--- src/hw/rtl/ssm_pkg.sv ---
// Shared widths, register indexes and the cell link type for the substring
// match block. No dependencies; every other file imports this package.
`default_nettype none

package ssm_pkg;

	localparam int BYTE_W          = 8;
	localparam int PATTERN_BYTES_N = 8;
	localparam int PATTERN_W       = BYTE_W * PATTERN_BYTES_N;
	localparam int LENGTH_W        = 4;
	localparam int FIELD_W         = 16;
	localparam int CFG_INDEX_W     = 1;
	localparam int CFG_DATA_W      = PATTERN_W;
	localparam int SHIFT_W         = 7;

	localparam int PATTERN_MAX_DEF    = 8;
	localparam int POSITION_WIDTH_DEF = 16;

	localparam logic [LENGTH_W-1:0] LENGTH_RESET = LENGTH_W'(1);

	localparam logic [CFG_INDEX_W-1:0] REG_PATTERN_BYTES  = CFG_INDEX_W'(0);
	localparam logic [CFG_INDEX_W-1:0] REG_PATTERN_LENGTH = CFG_INDEX_W'(1);

	// One window slot as it moves from cell to cell.
	typedef struct packed {
		logic              valid;
		logic [BYTE_W-1:0] data;
	} ssm_link_t;

endpackage

`default_nettype wire

--- src/hw/rtl/ssm_text_if.sv ---
// Input channel of the substring match block: one text byte per item.
// Depends on ssm_pkg.
`default_nettype none

interface ssm_text_if;
	import ssm_pkg::*;

	logic              valid;
	logic              ready;
	logic [BYTE_W-1:0] text_byte;
	logic              last_byte;

	modport source (output valid, output text_byte, output last_byte, input ready);
	modport sink (input valid, input text_byte, input last_byte, output ready);
endinterface

`default_nettype wire

--- src/hw/rtl/ssm_result_if.sv ---
// Result channel of the substring match block: one occurrence or text close.
// Depends on ssm_pkg.
`default_nettype none

interface ssm_result_if;
	import ssm_pkg::*;

	logic               valid;
	logic               ready;
	logic               match_found;
	logic [FIELD_W-1:0] match_start;
	logic [FIELD_W-1:0] match_end;
	logic [FIELD_W-1:0] match_count;
	logic               text_done;

	modport source (output valid, output match_found, output match_start,
		output match_end, output match_count, output text_done, input ready);
	modport sink (input valid, input match_found, input match_start,
		input match_end, input match_count, input text_done, output ready);
endinterface

`default_nettype wire

--- src/hw/rtl/ssm_cell.sv ---
// One window cell: holds a text byte, compares the byte shifted into it
// against its expected pattern byte. Depends on ssm_pkg.
`default_nettype none

module ssm_cell (
	input  wire                       clk,
	input  wire                       arst_n,
	input  wire                       advance,
	input  wire                       flush,
	input  wire                       enable,
	input  wire [ssm_pkg::BYTE_W-1:0] exp_byte,
	input  ssm_pkg::ssm_link_t        link_in,
	output ssm_pkg::ssm_link_t        link_out,
	output logic                      hit
);
	import ssm_pkg::*;

	ssm_link_t slot_q;

	// Compare the incoming byte, i.e. this cell's contents after the shift.
	assign hit      = !enable || (link_in.valid && (link_in.data == exp_byte));
	assign link_out = slot_q;

	always_ff @(posedge clk or negedge arst_n) begin
		if (!arst_n) begin
			slot_q <= '0;
		end else if (advance) begin
			if (flush) begin
				slot_q <= '0;
			end else begin
				slot_q <= link_in;
			end
		end
	end

endmodule

`default_nettype wire

--- src/hw/rtl/substring_match_positions.sv ---
// Streaming substring search over a chain of window cells.
// Output: a result is registered on the clock edge that accepts its text item.
// Throughput: one text item per cycle unless the output register stalls; the cell
// chain compares all bytes in parallel; the output stalls only on result.ready.
// Reset: pattern clears to zero, length to one, window/position/count to zero.
`default_nettype none

module substring_match_positions #(
	parameter int PATTERN_MAX    = ssm_pkg::PATTERN_MAX_DEF,
	parameter int POSITION_WIDTH = ssm_pkg::POSITION_WIDTH_DEF
) (
	input  wire                            clk,
	input  wire                            arst_n,
	input  wire                            cfg_write,
	input  wire [ssm_pkg::CFG_INDEX_W-1:0] cfg_index,
	input  wire [ssm_pkg::CFG_DATA_W-1:0]  cfg_data,
	ssm_text_if.sink                       text,
	ssm_result_if.source                   result
);
	import ssm_pkg::*;

	// Configuration registers.
	logic [PATTERN_W-1:0] pattern_q;
	logic [LENGTH_W-1:0]  length_q;

	// Text state: cells hold the window, these hold position and count.
	logic [POSITION_WIDTH-1:0] pos_q;
	logic [FIELD_W-1:0]        count_q;

	// Output register.
	logic               res_valid_s1;
	logic               match_found_s1;
	logic [FIELD_W-1:0] match_start_s1;
	logic [FIELD_W-1:0] match_end_s1;
	logic [FIELD_W-1:0] match_count_s1;
	logic               text_done_s1;

	logic                      in_fire;
	logic                      length_ok;
	logic                      match;
	logic [PATTERN_W-1:0]      pattern_rev;
	logic [PATTERN_W-1:0]      exp_vec;
	logic [SHIFT_W-1:0]        shift_amt;
	logic [PATTERN_MAX-1:0]    hit_vec;
	ssm_link_t                 head_link;
	ssm_link_t                 cell_out [PATTERN_MAX];
	logic [POSITION_WIDTH-1:0] pos_next;
	logic [POSITION_WIDTH-1:0] start_pos;
	logic [FIELD_W-1:0]        count_next;

	// Configuration writes.
	always_ff @(posedge clk or negedge arst_n) begin
		if (!arst_n) begin
			pattern_q <= '0;
			length_q  <= LENGTH_RESET;
		end else if (cfg_write) begin
			unique case (cfg_index)
				REG_PATTERN_BYTES:  pattern_q <= cfg_data;
				REG_PATTERN_LENGTH: length_q  <= cfg_data[LENGTH_W-1:0];
				default: ;
			endcase
		end
	end

	// Cell k compares against pattern byte (length-1-k). Reverse the pattern
	// bytes, then shift right by (8 - length) bytes so that byte k lines up.
	for (genvar j = 0; j < PATTERN_BYTES_N; j++) begin : g_rev
		assign pattern_rev[j*BYTE_W +: BYTE_W] =
			pattern_q[(PATTERN_BYTES_N-1-j)*BYTE_W +: BYTE_W];
	end

	assign shift_amt = SHIFT_W'({4'(LENGTH_W'(PATTERN_BYTES_N) - length_q), 3'b000});
	assign exp_vec   = pattern_rev >> shift_amt;

	// Zero length and lengths past the window never match.
	assign length_ok = (length_q != '0) && (32'(length_q) <= PATTERN_MAX);

	assign in_fire   = text.valid && text.ready;
	assign head_link = '{valid: 1'b1, data: text.text_byte};

	// The window: cell 0 takes the new byte, each cell hands its byte on.
	for (genvar k = 0; k < PATTERN_MAX; k++) begin : g_cell
		ssm_link_t link_in_k;
		logic      enable_k;

		if (k == 0) begin : g_head
			assign link_in_k = head_link;
		end else begin : g_body
			assign link_in_k = cell_out[k-1];
		end

		assign enable_k = length_ok && (32'(length_q) > k);

		ssm_cell u_cell (
			.clk      (clk),
			.arst_n   (arst_n),
			.advance  (in_fire),
			.flush    (text.last_byte),
			.enable   (enable_k),
			.exp_byte (exp_vec[k*BYTE_W +: BYTE_W]),
			.link_in  (link_in_k),
			.link_out (cell_out[k]),
			.hit      (hit_vec[k])
		);
	end

	assign match = length_ok && (&hit_vec);

	// Saturating position and count.
	assign pos_next   = (pos_q == '1) ? pos_q : pos_q + 1'b1;
	assign start_pos  = pos_next - (POSITION_WIDTH'(length_q) - 1'b1);
	assign count_next = (match && (count_q != '1)) ? count_q + 1'b1 : count_q;

	always_ff @(posedge clk or negedge arst_n) begin
		if (!arst_n) begin
			pos_q   <= '0;
			count_q <= '0;
		end else if (in_fire) begin
			if (text.last_byte) begin
				pos_q   <= '0;
				count_q <= '0;
			end else begin
				pos_q   <= pos_next;
				count_q <= count_next;
			end
		end
	end

	// Take a new item whenever the output register is empty or draining.
	assign text.ready = !res_valid_s1 || result.ready;

	always_ff @(posedge clk or negedge arst_n) begin
		if (!arst_n) begin
			res_valid_s1   <= 1'b0;
			match_found_s1 <= 1'b0;
			match_start_s1 <= '0;
			match_end_s1   <= '0;
			match_count_s1 <= '0;
			text_done_s1   <= 1'b0;
		end else if (text.ready) begin
			// Load a result on a match or on the closing byte; else drop.
			res_valid_s1 <= in_fire && (match || text.last_byte);
			if (in_fire) begin
				match_found_s1 <= match;
				match_start_s1 <= match ? FIELD_W'(start_pos) : '0;
				match_end_s1   <= match ? FIELD_W'(pos_next) : '0;
				match_count_s1 <= count_next;
				text_done_s1   <= text.last_byte;
			end
		end
	end

	assign result.valid       = res_valid_s1;
	assign result.match_found = match_found_s1;
	assign result.match_start = match_start_s1;
	assign result.match_end   = match_end_s1;
	assign result.match_count = match_count_s1;
	assign result.text_done   = text_done_s1;

	// A result without a match only ever closes a text.
	a_nomatch_closes: assert property (@(posedge clk) disable iff (!arst_n)
		res_valid_s1 && !match_found_s1 |-> text_done_s1)
		else $error("result with neither match nor text close");

	// Positions are zero unless a match is reported.
	a_nomatch_zero_pos: assert property (@(posedge clk) disable iff (!arst_n)
		res_valid_s1 && !match_found_s1 |-> (match_start_s1 == '0) && (match_end_s1 == '0))
		else $error("positions set without a match");

	// A reported match always carries a nonzero count.
	a_match_counted: assert property (@(posedge clk) disable iff (!arst_n)
		res_valid_s1 && match_found_s1 |-> (match_count_s1 != '0))
		else $error("match reported with zero count");

	// The closing byte clears position and count for the next text.
	a_close_clears: assert property (@(posedge clk) disable iff (!arst_n)
		in_fire && text.last_byte |=> (pos_q == '0) && (count_q == '0))
		else $error("text state not cleared after last byte");

endmodule

`default_nettype wire

--- src/flat_wrapper.sv ---
// flat-port wrapper written by rule: the top's interface ports become plain ports
module substring_match_positions_flat import ssm_pkg::*;
#(
	parameter int PATTERN_MAX    = ssm_pkg::PATTERN_MAX_DEF,
	parameter int POSITION_WIDTH = ssm_pkg::POSITION_WIDTH_DEF
)
  (clk, arst_n, cfg_write, cfg_index, cfg_data, text_valid, text_text_byte, text_last_byte, text_ready, result_valid, result_match_found, result_match_start, result_match_end, result_match_count, result_text_done, result_ready);
  ssm_text_if text_i ();
  ssm_result_if result_i ();
  input  wire clk;
  input  wire arst_n;
  input  wire cfg_write;
  input  wire [ssm_pkg::CFG_INDEX_W-1:0] cfg_index;
  input  wire [ssm_pkg::CFG_DATA_W-1:0] cfg_data;
  input wire logic [$bits(text_i.valid)-1:0] text_valid;
  input wire logic [$bits(text_i.text_byte)-1:0] text_text_byte;
  input wire logic [$bits(text_i.last_byte)-1:0] text_last_byte;
  output wire logic [$bits(text_i.ready)-1:0] text_ready;
  output wire logic [$bits(result_i.valid)-1:0] result_valid;
  output wire logic [$bits(result_i.match_found)-1:0] result_match_found;
  output wire logic [$bits(result_i.match_start)-1:0] result_match_start;
  output wire logic [$bits(result_i.match_end)-1:0] result_match_end;
  output wire logic [$bits(result_i.match_count)-1:0] result_match_count;
  output wire logic [$bits(result_i.text_done)-1:0] result_text_done;
  input wire logic [$bits(result_i.ready)-1:0] result_ready;
  assign text_i.valid = text_valid;
  assign text_i.text_byte = text_text_byte;
  assign text_i.last_byte = text_last_byte;
  assign text_ready = text_i.ready;
  assign result_valid = result_i.valid;
  assign result_match_found = result_i.match_found;
  assign result_match_start = result_i.match_start;
  assign result_match_end = result_i.match_end;
  assign result_match_count = result_i.match_count;
  assign result_text_done = result_i.text_done;
  assign result_i.ready = result_ready;
  substring_match_positions #(.PATTERN_MAX(PATTERN_MAX), .POSITION_WIDTH(POSITION_WIDTH)) u_core (.clk(clk), .arst_n(arst_n), .cfg_write(cfg_write), .cfg_index(cfg_index), .cfg_data(cfg_data), .text(text_i), .result(result_i));
endmodule
--- config.mk ---
export PLATFORM = sky130hd
export DESIGN_NAME = substring_match_positions_flat
export DESIGN_NICKNAME = d
export VERILOG_FILES = /design/src/hw/rtl/ssm_pkg.sv /design/src/hw/rtl/ssm_text_if.sv /design/src/hw/rtl/ssm_result_if.sv /design/src/hw/rtl/ssm_cell.sv /design/src/hw/rtl/substring_match_positions.sv /design/src/flat_wrapper.sv
export SDC_FILE = /design/constraint.sdc
export NUM_CORES = 1
export LEC_CHECK = 0
export BUFFER_PORTS_ARGS = -buffer_cell sky130_fd_sc_hd__buf_4
export CELL_PAD_IN_SITES_DETAIL_PLACEMENT = 1
export CELL_PAD_IN_SITES_GLOBAL_PLACEMENT = 1
export CORE_MARGIN = 2
export CORE_UTILIZATION = 46
export CTS_BUF_LIST = sky130_fd_sc_hd__clkbuf_4 sky130_fd_sc_hd__clkbuf_8 sky130_fd_sc_hd__clkbuf_16
export CTS_CLUSTER_SIZE = 8
export DETAILED_ROUTE_END_ITERATION = 10
export GPL_TIMING_DRIVEN = 0
export PLACE_DENSITY_LB_ADDON = 0.1
export SLEW_MARGIN = 0
export SYNTH_ARGS = -nofsm -noshare
export SYNTH_HDL_FRONTEND = slang
export SYNTH_SLANG_ARGS = --single-unit
--- constraint.sdc ---
create_clock -name clk -period 5.36 [get_ports clk]
set_input_delay 0 -clock clk [delete_from_list [all_inputs] [get_ports clk]]
set_output_delay 0 -clock clk [all_outputs]
set_load 0.1 [all_outputs]
Word-level counts from Yosys, hierarchy flattened
Index checks and enable logic that the tools add are counted.
Operators by class
  $add $sub $neg: 5
  multiply operators: 0
  div/mod/pow operators: 0
  $lt $le $gt $ge: 9
  equal/unequal tests: 10
  shift-type cells: 1
  multiplexer cells: 13
  bitwise logic cells: 1
  reduce and logical (&&, ||, !) cells: 44
Operators with widths (number)
  $mux 16: 6
  $eq 8x8->1: 8
  $shr 64x7->64: 1
  $mux 9: 7
  $add 16x1->16 const B: 2
  $logic_and 1x1->1: 20
  $eq 16x16->1 const B: 1
  $gt 4x3->1 const B: 4
  $ne 16x16->1 const B: 1
  $sub 16x16->16: 1
  $logic_or 1x1->1: 10
  $logic_not 1->1: 9
  $gt 4x1->1 const B: 2
  $gt 4x2->1 const B: 2
  $reduce_and 8->1: 1
  $reduce_and 2->1: 3
  $sub 4x1->5 const B: 1
  $le 4x4->1 const B: 1
  $reduce_bool 4->1: 1
  $sub 4x4->4 const A: 1
  $not 1->1: 1
Word-level totals
  register bits after elaboration: 214
  latch bits: 0
  RAM bits: 0
  memory bits (read-only): 0
  bits of input ports: 79
  logic and storage cells: 107
  memories: 0

Logic depth before layout (Yosys ltp)
  depth in word-level cells: 10
  mapped depth: 21
  mapped depth without buffers: 18

Cells and area by module
From an unflattened synthesis, not the netlist that was laid out.
Second synthesis, totals
  cells, all modules: 1426
  area total of the unflattened synthesis: 13225.2 sq um
By module, submodules not included
  substring_match_positions: instances 1, cells each 1026, area an instance 9341.5 sq um, sequential area each 3779.9 sq um
  ssm_cell: instances 8, cells each 50, area an instance 485.5 sq um, sequential area each 225.2 sq um

Least setup slack after synthesis
Ideal clock, no wire load.
  path type: reg-to-reg
  from: register u_core.length_q[0]
  to: register u_core.match_count_s1[10] (netlist: u_core.result.match_count[10])
  library setup time: 82 ps
  arrival time: 4398 ps
  data required time: 5278 ps
  slack: 880 ps
  cell stages (with the launch flop): 19
  cell sequence: dfstp_2 > buf_4 > buf_6 > inv_2 > buf_1 > ha_1 > buf_2 > buf_2 > buf_2 > mux2i_1 > mux4_2 > nor2_1 > xnor2_1 > nand4_1 > o31ai_1 > nand4_1 > buf_2 > or4_1 > a31oi_1
Between the ends
  cells in the longest elaborated chain, start to end: 9
  elaborated cells between the ends (all ways): 56
Ends and longest elaborated chain
  from (decl): RTL line substring_match_positions.sv:24  | logic [LENGTH_W-1:0] length_q;
  from (signal assigned): RTL line substring_match_positions.sv:59  | REG_PATTERN_LENGTH: length_q <= cfg_data[LENGTH_W-1:0];
  $sub 4x4->4 (tied with other cells): RTL line substring_match_positions.sv:72  | assign shift_amt = SHIFT_W'({4'(LENGTH_W'(PATTERN_BYTES_N) - length_q), 3'b000});
  $shr 64x7->64 or $logic_and 1x1->1 (tied branches): RTL line substring_match_positions.sv:73, substring_match_positions.sv:76
  $eq 8x8->1 or $logic_and 1x1->1 (tied branches): RTL line ssm_cell.sv:21, substring_match_positions.sv:92
  $logic_and 1x1->1 or $logic_not 1->1 (tied branches): RTL line ssm_cell.sv:21  | assign hit = !enable || (link_in.valid && (link_in.data == exp_byte));
  $logic_or 1x1->1: RTL line ssm_cell.sv:21
  $reduce_and 8->1: RTL line substring_match_positions.sv:107  | assign match = length_ok && (&hit_vec);
  $logic_and 1x1->1 *: RTL line substring_match_positions.sv:107
  $logic_and 1x1->1 *: RTL line substring_match_positions.sv:112  | assign count_next = (match && (count_q != '1)) ? count_q + 1'b1 : count_q;
  $mux 16 *: RTL line substring_match_positions.sv:112
  to (signal assigned): RTL line substring_match_positions.sv:147  | match_count_s1 <= count_next;
  to (decl): RTL line substring_match_positions.sv:35  | logic [FIELD_W-1:0] match_count_s1;
Every way passes the cells marked *; elsewhere a longest branch is shown, timed or not.
A chain may end at the register's enable or synchronous reset.

Worst setup path after layout
  from: register u_core.length_q[0]
  to: register u_core.count_q[0]
Between the ends
  cells in the longest elaborated chain, start to end: 10
  elaborated cells between the ends (all ways): 57
Ends and longest elaborated chain
  $sub 4x4->4 (tied with other cells): RTL line substring_match_positions.sv:72
  $shr 64x7->64 or $logic_and 1x1->1 (tied branches): RTL line substring_match_positions.sv:73, substring_match_positions.sv:76
  $eq 8x8->1 or $logic_and 1x1->1 (tied branches): RTL line ssm_cell.sv:21, substring_match_positions.sv:92
  $logic_and 1x1->1 or $logic_not 1->1 (tied branches): RTL line ssm_cell.sv:21
  $logic_or 1x1->1: RTL line ssm_cell.sv:21
  $reduce_and 8->1: RTL line substring_match_positions.sv:107
  $logic_and 1x1->1 *: RTL line substring_match_positions.sv:107
  $logic_and 1x1->1 *: RTL line substring_match_positions.sv:112
  $mux 16 *: RTL line substring_match_positions.sv:112
  $mux 16 *: RTL line substring_match_positions.sv:119  | if (text.last_byte) begin
  to (signal assigned): RTL line substring_match_positions.sv:124  | count_q <= count_next;
  to (decl): RTL line substring_match_positions.sv:28  | logic [FIELD_W-1:0] count_q;
Marked as above.

==> flow_results.org <==
** Drt
- Count of vias placed by the detailed router :: roughly 13k
- Detailed-route vias per instance :: about 6.3
- Dividing the detail-routed wire length by the instance count gives between 20 and 30 um.
- For this block, the initial DRC count from the detailed router was about 1.4k.
- Total Wirelength :: approximately 52000 um
- Final ANT Viol Nets :: 0
- Detailed-route DRC error count :: 0
- First drt pass iteration count :: 6

** Timing
- Setup Skew :: ~0.017 ns
- Final setup margin :: around 0.12 ns
- Timing would allow up to about 190 MHz.
- Minimum clock period :: ~5.2 ns
- Max-slew violations :: 0
- The final critical path takes up between 90% and 100% of the cycle.
- Measured against its own limit, the worst slew margin works out to between 30% and 40%.
- Hold Violations, Final :: 0
- Setup violations remaining at the end of the flow were counted as 0.
- Worst slew pin tran :: between 0.9 and 1 ns

** Synth
- Xor and xnor fraction of the mapped netlist area :: 4.033%
- Synthesis produced a netlist whose cell count is 1408.
- Summing every instance area after synthesis gives approximately 13000 sq um.
- Dominant combinational cell family by area after synthesis :: simple AND/OR/NAND/NOR gates
- Synth Area in Simple Gates :: roughly 18%
- Seq cells post-synth :: approximately 210
- Library cell with the largest summed area after synthesis :: sky130_fd_sc_hd__dfrtp_1
- Number of flops mapped to enable cells by yosys :: 0
- Largest cells by area after synthesis :: sky130_fd_sc_hd__dfrtp_1 (41%), sky130_fd_sc_hd__nand2_1 (7.3%), sky130_fd_sc_hd__mux2_2 (6.6%)
- Post-synthesis compound-gate area fraction :: roughly 17%
- Post-synth top area share :: roughly two fifths
- When the netlist entered floorplanning its net count stood at around 1.5k.
- Synth async-reset ratio :: 100.0%
- Number of distinct library cell variants in the gate-level netlist after synthesis :: 81
- In the synthesized netlist, mux cells make up between 10% and 20% of the area.
- Share of synthesized area occupied by flip-flops and latches :: 41.11%
- Mean cell area of the mapped netlist :: between 9 and 10 sq um
- Post-synthesis adder-cell area fraction :: 1.978%
- Dominant register cell in the synthesized netlist :: sky130_fd_sc_hd__dfrtp_1
- Yosys printed 0 warnings.

** Global route
- Routing usage on met2 :: between 50% and 60%
- Maximum number of pins on one net before global-route repair :: 95
- Global-route met3 utilization :: 8.515%
- Overflow left after global routing :: 0
- The first global-routing pass estimated between 70000 and 80000 um of wire.
- Global routing used a little over a third of the available tracks.
- For met1 alone, demand over resource in global routing was between 40 and 50%.
- Busiest metal layer after global routing :: met2
- The initial antenna violation count was 0.
- The number of global-route vias before repair was 13.36k.

** Die
- Floorplan row count :: between 60 and 70
- The die is 172.3 um tall.
- Placeable Area :: around 28000 sq um
- Die outline width :: between 150 and 200 um
- For this design the top-level I/O count stands at 131.
- The initial utilization of the core area, before any placement, comes to between 40% and 50%.
- Overall die area :: about 30000 sq um

** CTS
- Clk slew on worst S/H paths :: ~0.06 ns
- Counting every sink on the clock net gives between 200 and 250.
- The clock reaches the later pin of the worst-skew pair after 0.57 ns.
- CTS built an H-tree with a depth of 1.
- Inserted Clock Buffers :: 30
- The tree is rooted in a sky130_fd_sc_hd__clkbuf_16.
- Maximum count of clock buffers along a single path :: 3
- Clock tree from TritonCTS :: built

** Placed design
- Buffers on Ports :: 130
- The wire-length estimate of the detail-placed layout is approximately 36000 um.
- Routability Congestion :: approximately 0.97
- Inst Count DP :: roughly 1.9k
- Dpl ws :: -1.069 ns

** Pwr
- Leakage component of the power :: a little under 7 nW
- IR analysis of the VDD net gives a maximum drop of around 0.00023 V.
- Power, Total :: between 5 and 6 mW
- In this run the power density over the cells is 344.6 nW/um^2.

** Worst setup path
- The worst setup path is launched from a flip-flop.
- The worst register-to-register path has a setup slack of 0.12 ns.
- In this run the critical register-to-register path is launched from u_core.length_q[0].
- Worst path max stage delay :: 0.57 ns
- Data arrives at the worst endpoint at between 5 and 6 ns.
- Worst-path fanout max :: 11
- Among the stages of the critical path, the cell type that occurs most often is sky130_fd_sc_hd__buf_6.
- On the critical path, the stage with the largest delay is an instance of sky130_fd_sc_hd__mux4_2.
- The critical path is of the flip-flop to flip-flop type.
- The worst register-to-register path has a depth of 19.
- At the worst endpoint, the required time is about 5.8 ns.
- Destination of the worst register-to-register timing path :: u_core.count_q[0]
- The worst setup path is captured at a flip-flop.
- Worst-path cell chain :: buf_6 -> buf_8 -> inv_2 -> buf_4 -> ha_4 -> buf_6 -> buf_6 -> mux2i_1 -> mux4_2 -> nor2_1 -> xnor2_1 -> nand4_1 -> or4_4 -> nor4_4 -> nand4_1 -> buf_4 -> clkbuf_2 -> nor3_1 -> a2bb2oi_1

** Final layout
- Once layout is complete, the cells apart from fillers number 2042.
- Antenna Diode Count :: 0
- Leaving out fill and tap cells, the most frequent cell in the layout is sky130_fd_sc_hd__nand2_1.
- In the layout the commonest cells are sky130_fd_sc_hd__nand2_1 (254), sky130_fd_sc_hd__dfrtp_1 (213), sky130_fd_sc_hd__buf_4 (143).
- Area added between synthesis and finish :: 26.45%
- Post-layout nets :: about 1.8k
- In the final layout, the share of cells above drive strength 1 is ~21%.

** Run status
- The flow ran to the end, and the final reports show no timing, DRC or antenna violations.

** Worst hold path
- Worst hold-check path type :: primary input to async pin

** Job
- Max-capacitance violation count :: 0
[sequential cells by signal (all words and copies together) (netlist names)]
signal                         flops
u_core.count_q                    16
u_core.g_cell.u_cell.link_out     63
u_core.length_q                    4
u_core.pattern_q                  64
u_core.pos_q                      16
u_core.result.match_count         16
u_core.result.match_end           16
u_core.result.match_found          1
u_core.result.match_start         16
u_core.result.text_done            1
u_core.result.valid                1
[stage by stage]
| stage | util (%) | hold WS [ns] | setup TNS [ns] | instance area, sq um |
|---|---|---|---|---|
| after floorplan | - | -0.2956 | 0 | 13030 |
| after global placement | 51.97 | 0.2139 | -48.05 | 14480 |
| after detailed placement | 52.19 | -0.07657 | -54.19 | 14540 |
| after CTS | 58.74 | 0.01477 | 0 | 16360 |
| after global routing | 59.14 | 0.03874 | -0.1130 | 16470 |
| final | 59.14 | 0.003026 | 0 | 16470 |
[cells by family after synthesis]
family / after synthesis
adder cells (fa/ha/maj): 20
XOR/XNOR: 60
flip-flops: 214
multiplexers: 140
buffers and inverters: 136
AO/OA/AOI/OAI: 344
AND/OR/NAND/NOR: 494
[power breakdown]
| group | internal (mW) | switching [mW] |
|---|---|---|
| Combinational | 0.765 | 1.20 |
| Sequential | 1.74 | 0.179 |
| Clock | 1.06 | 0.740 |
| Total | 3.56 | 2.12 |
[cell usage after synthesis, types with 5 or more instances]
cell,number
sky130_fd_sc_hd__a32oi_1,13
sky130_fd_sc_hd__o21a_1,9
sky130_fd_sc_hd__o21ai_0,131
sky130_fd_sc_hd__nand3_1,45
sky130_fd_sc_hd__mux2_2,76
sky130_fd_sc_hd__nand4_1,11
sky130_fd_sc_hd__mux4_2,22
sky130_fd_sc_hd__dfrtp_1,213
sky130_fd_sc_hd__a2bb2oi_1,5
sky130_fd_sc_hd__a22oi_1,13
sky130_fd_sc_hd__nand2_1,254
sky130_fd_sc_hd__o31ai_1,39
sky130_fd_sc_hd__clkbuf_1,69
sky130_fd_sc_hd__mux2i_1,42
sky130_fd_sc_hd__nor2_1,63
sky130_fd_sc_hd__and3_1,16
sky130_fd_sc_hd__nor4_1,7
sky130_fd_sc_hd__inv_1,37
sky130_fd_sc_hd__a31oi_1,17
sky130_fd_sc_hd__buf_2,11
sky130_fd_sc_hd__a21oi_1,35
sky130_fd_sc_hd__o311ai_0,10
sky130_fd_sc_hd__nor3_1,27
sky130_fd_sc_hd__xor2_1,22
sky130_fd_sc_hd__a211oi_1,6
sky130_fd_sc_hd__buf_4,7
sky130_fd_sc_hd__buf_1,7
sky130_fd_sc_hd__or3_1,11
sky130_fd_sc_hd__xnor2_1,38
sky130_fd_sc_hd__nor3b_1,6
sky130_fd_sc_hd__o22ai_1,8
sky130_fd_sc_hd__o32ai_1,5
sky130_fd_sc_hd__ha_1,19
sky130_fd_sc_hd__nor2b_1,14
sky130_fd_sc_hd__or4_1,8
sky130_fd_sc_hd__o211ai_1,11
[how the worst max path moves through the flow]
stage / to / cells after the start / slack, ns / startpoint
after floorplan: u_core.result.match_count[10] / 18 / 0.88 / u_core.length_q[0]
after global routing: u_core.count_q[3] / 19 / -0.02 / u_core.length_q[0]
final: u_core.count_q[0] / 19 / 0.12 / u_core.length_q[0]
after CTS: u_core.result.match_end[14] / 19 / 0.06 / u_core.length_q[0]
after global placement: u_core.result.match_end[12] / 20 / -0.94 / u_core.length_q[0]
after detailed placement: u_core.result.match_end[14] / 20 / -1.07 / u_core.length_q[0]
[what timing repair did]
action / in CTS / in global routing
pin swaps: 2 / 1
gates resized for setup: 40 / 28
setup buffers: 1 / 1
setup endpoints to repair: 66 / 63
hold buffers: 81 / 0
hold endpoints to repair: 299 / 0
[final cells by class]
| type | instances | area (sq um) |
|---|---|---|
| sequential | 214 | 5356 |
| inverter | 38 | 142.6 |
| tap | 378 | 473.0 |
| buffer | 97 | 483.0 |
| clock inverter | 1 | 16.27 |
| clock buffer | 41 | 833.3 |
| multi-input combinational | 1058 | 7288 |
| fill | 3114 | 11380 |
| timing repair buffer | 215 | 1882 |
[layer usage]
layer | vias up | part of all wire (%)
met1 | 6488 | 42
met2 | 564 | 47
met4 | 0 | 2.8
met5 | - | 0
met3 | 138 | 9.0
li1 | 5602 | -
[worst max-delay path, delay by kind of cell, from the launching register on]
kind / cells / cell delay [ns]
fa+ha+maj: 1 / 0.33
buf+inv: 8 / 1.55
flops: 1 / 0.55
compound gates: 1 / 0.22
mux: 2 / 0.68
simple gates: 6 / 1.63
xor+xnor: 1 / 0.15
Power figures use the tool's default switching activity.
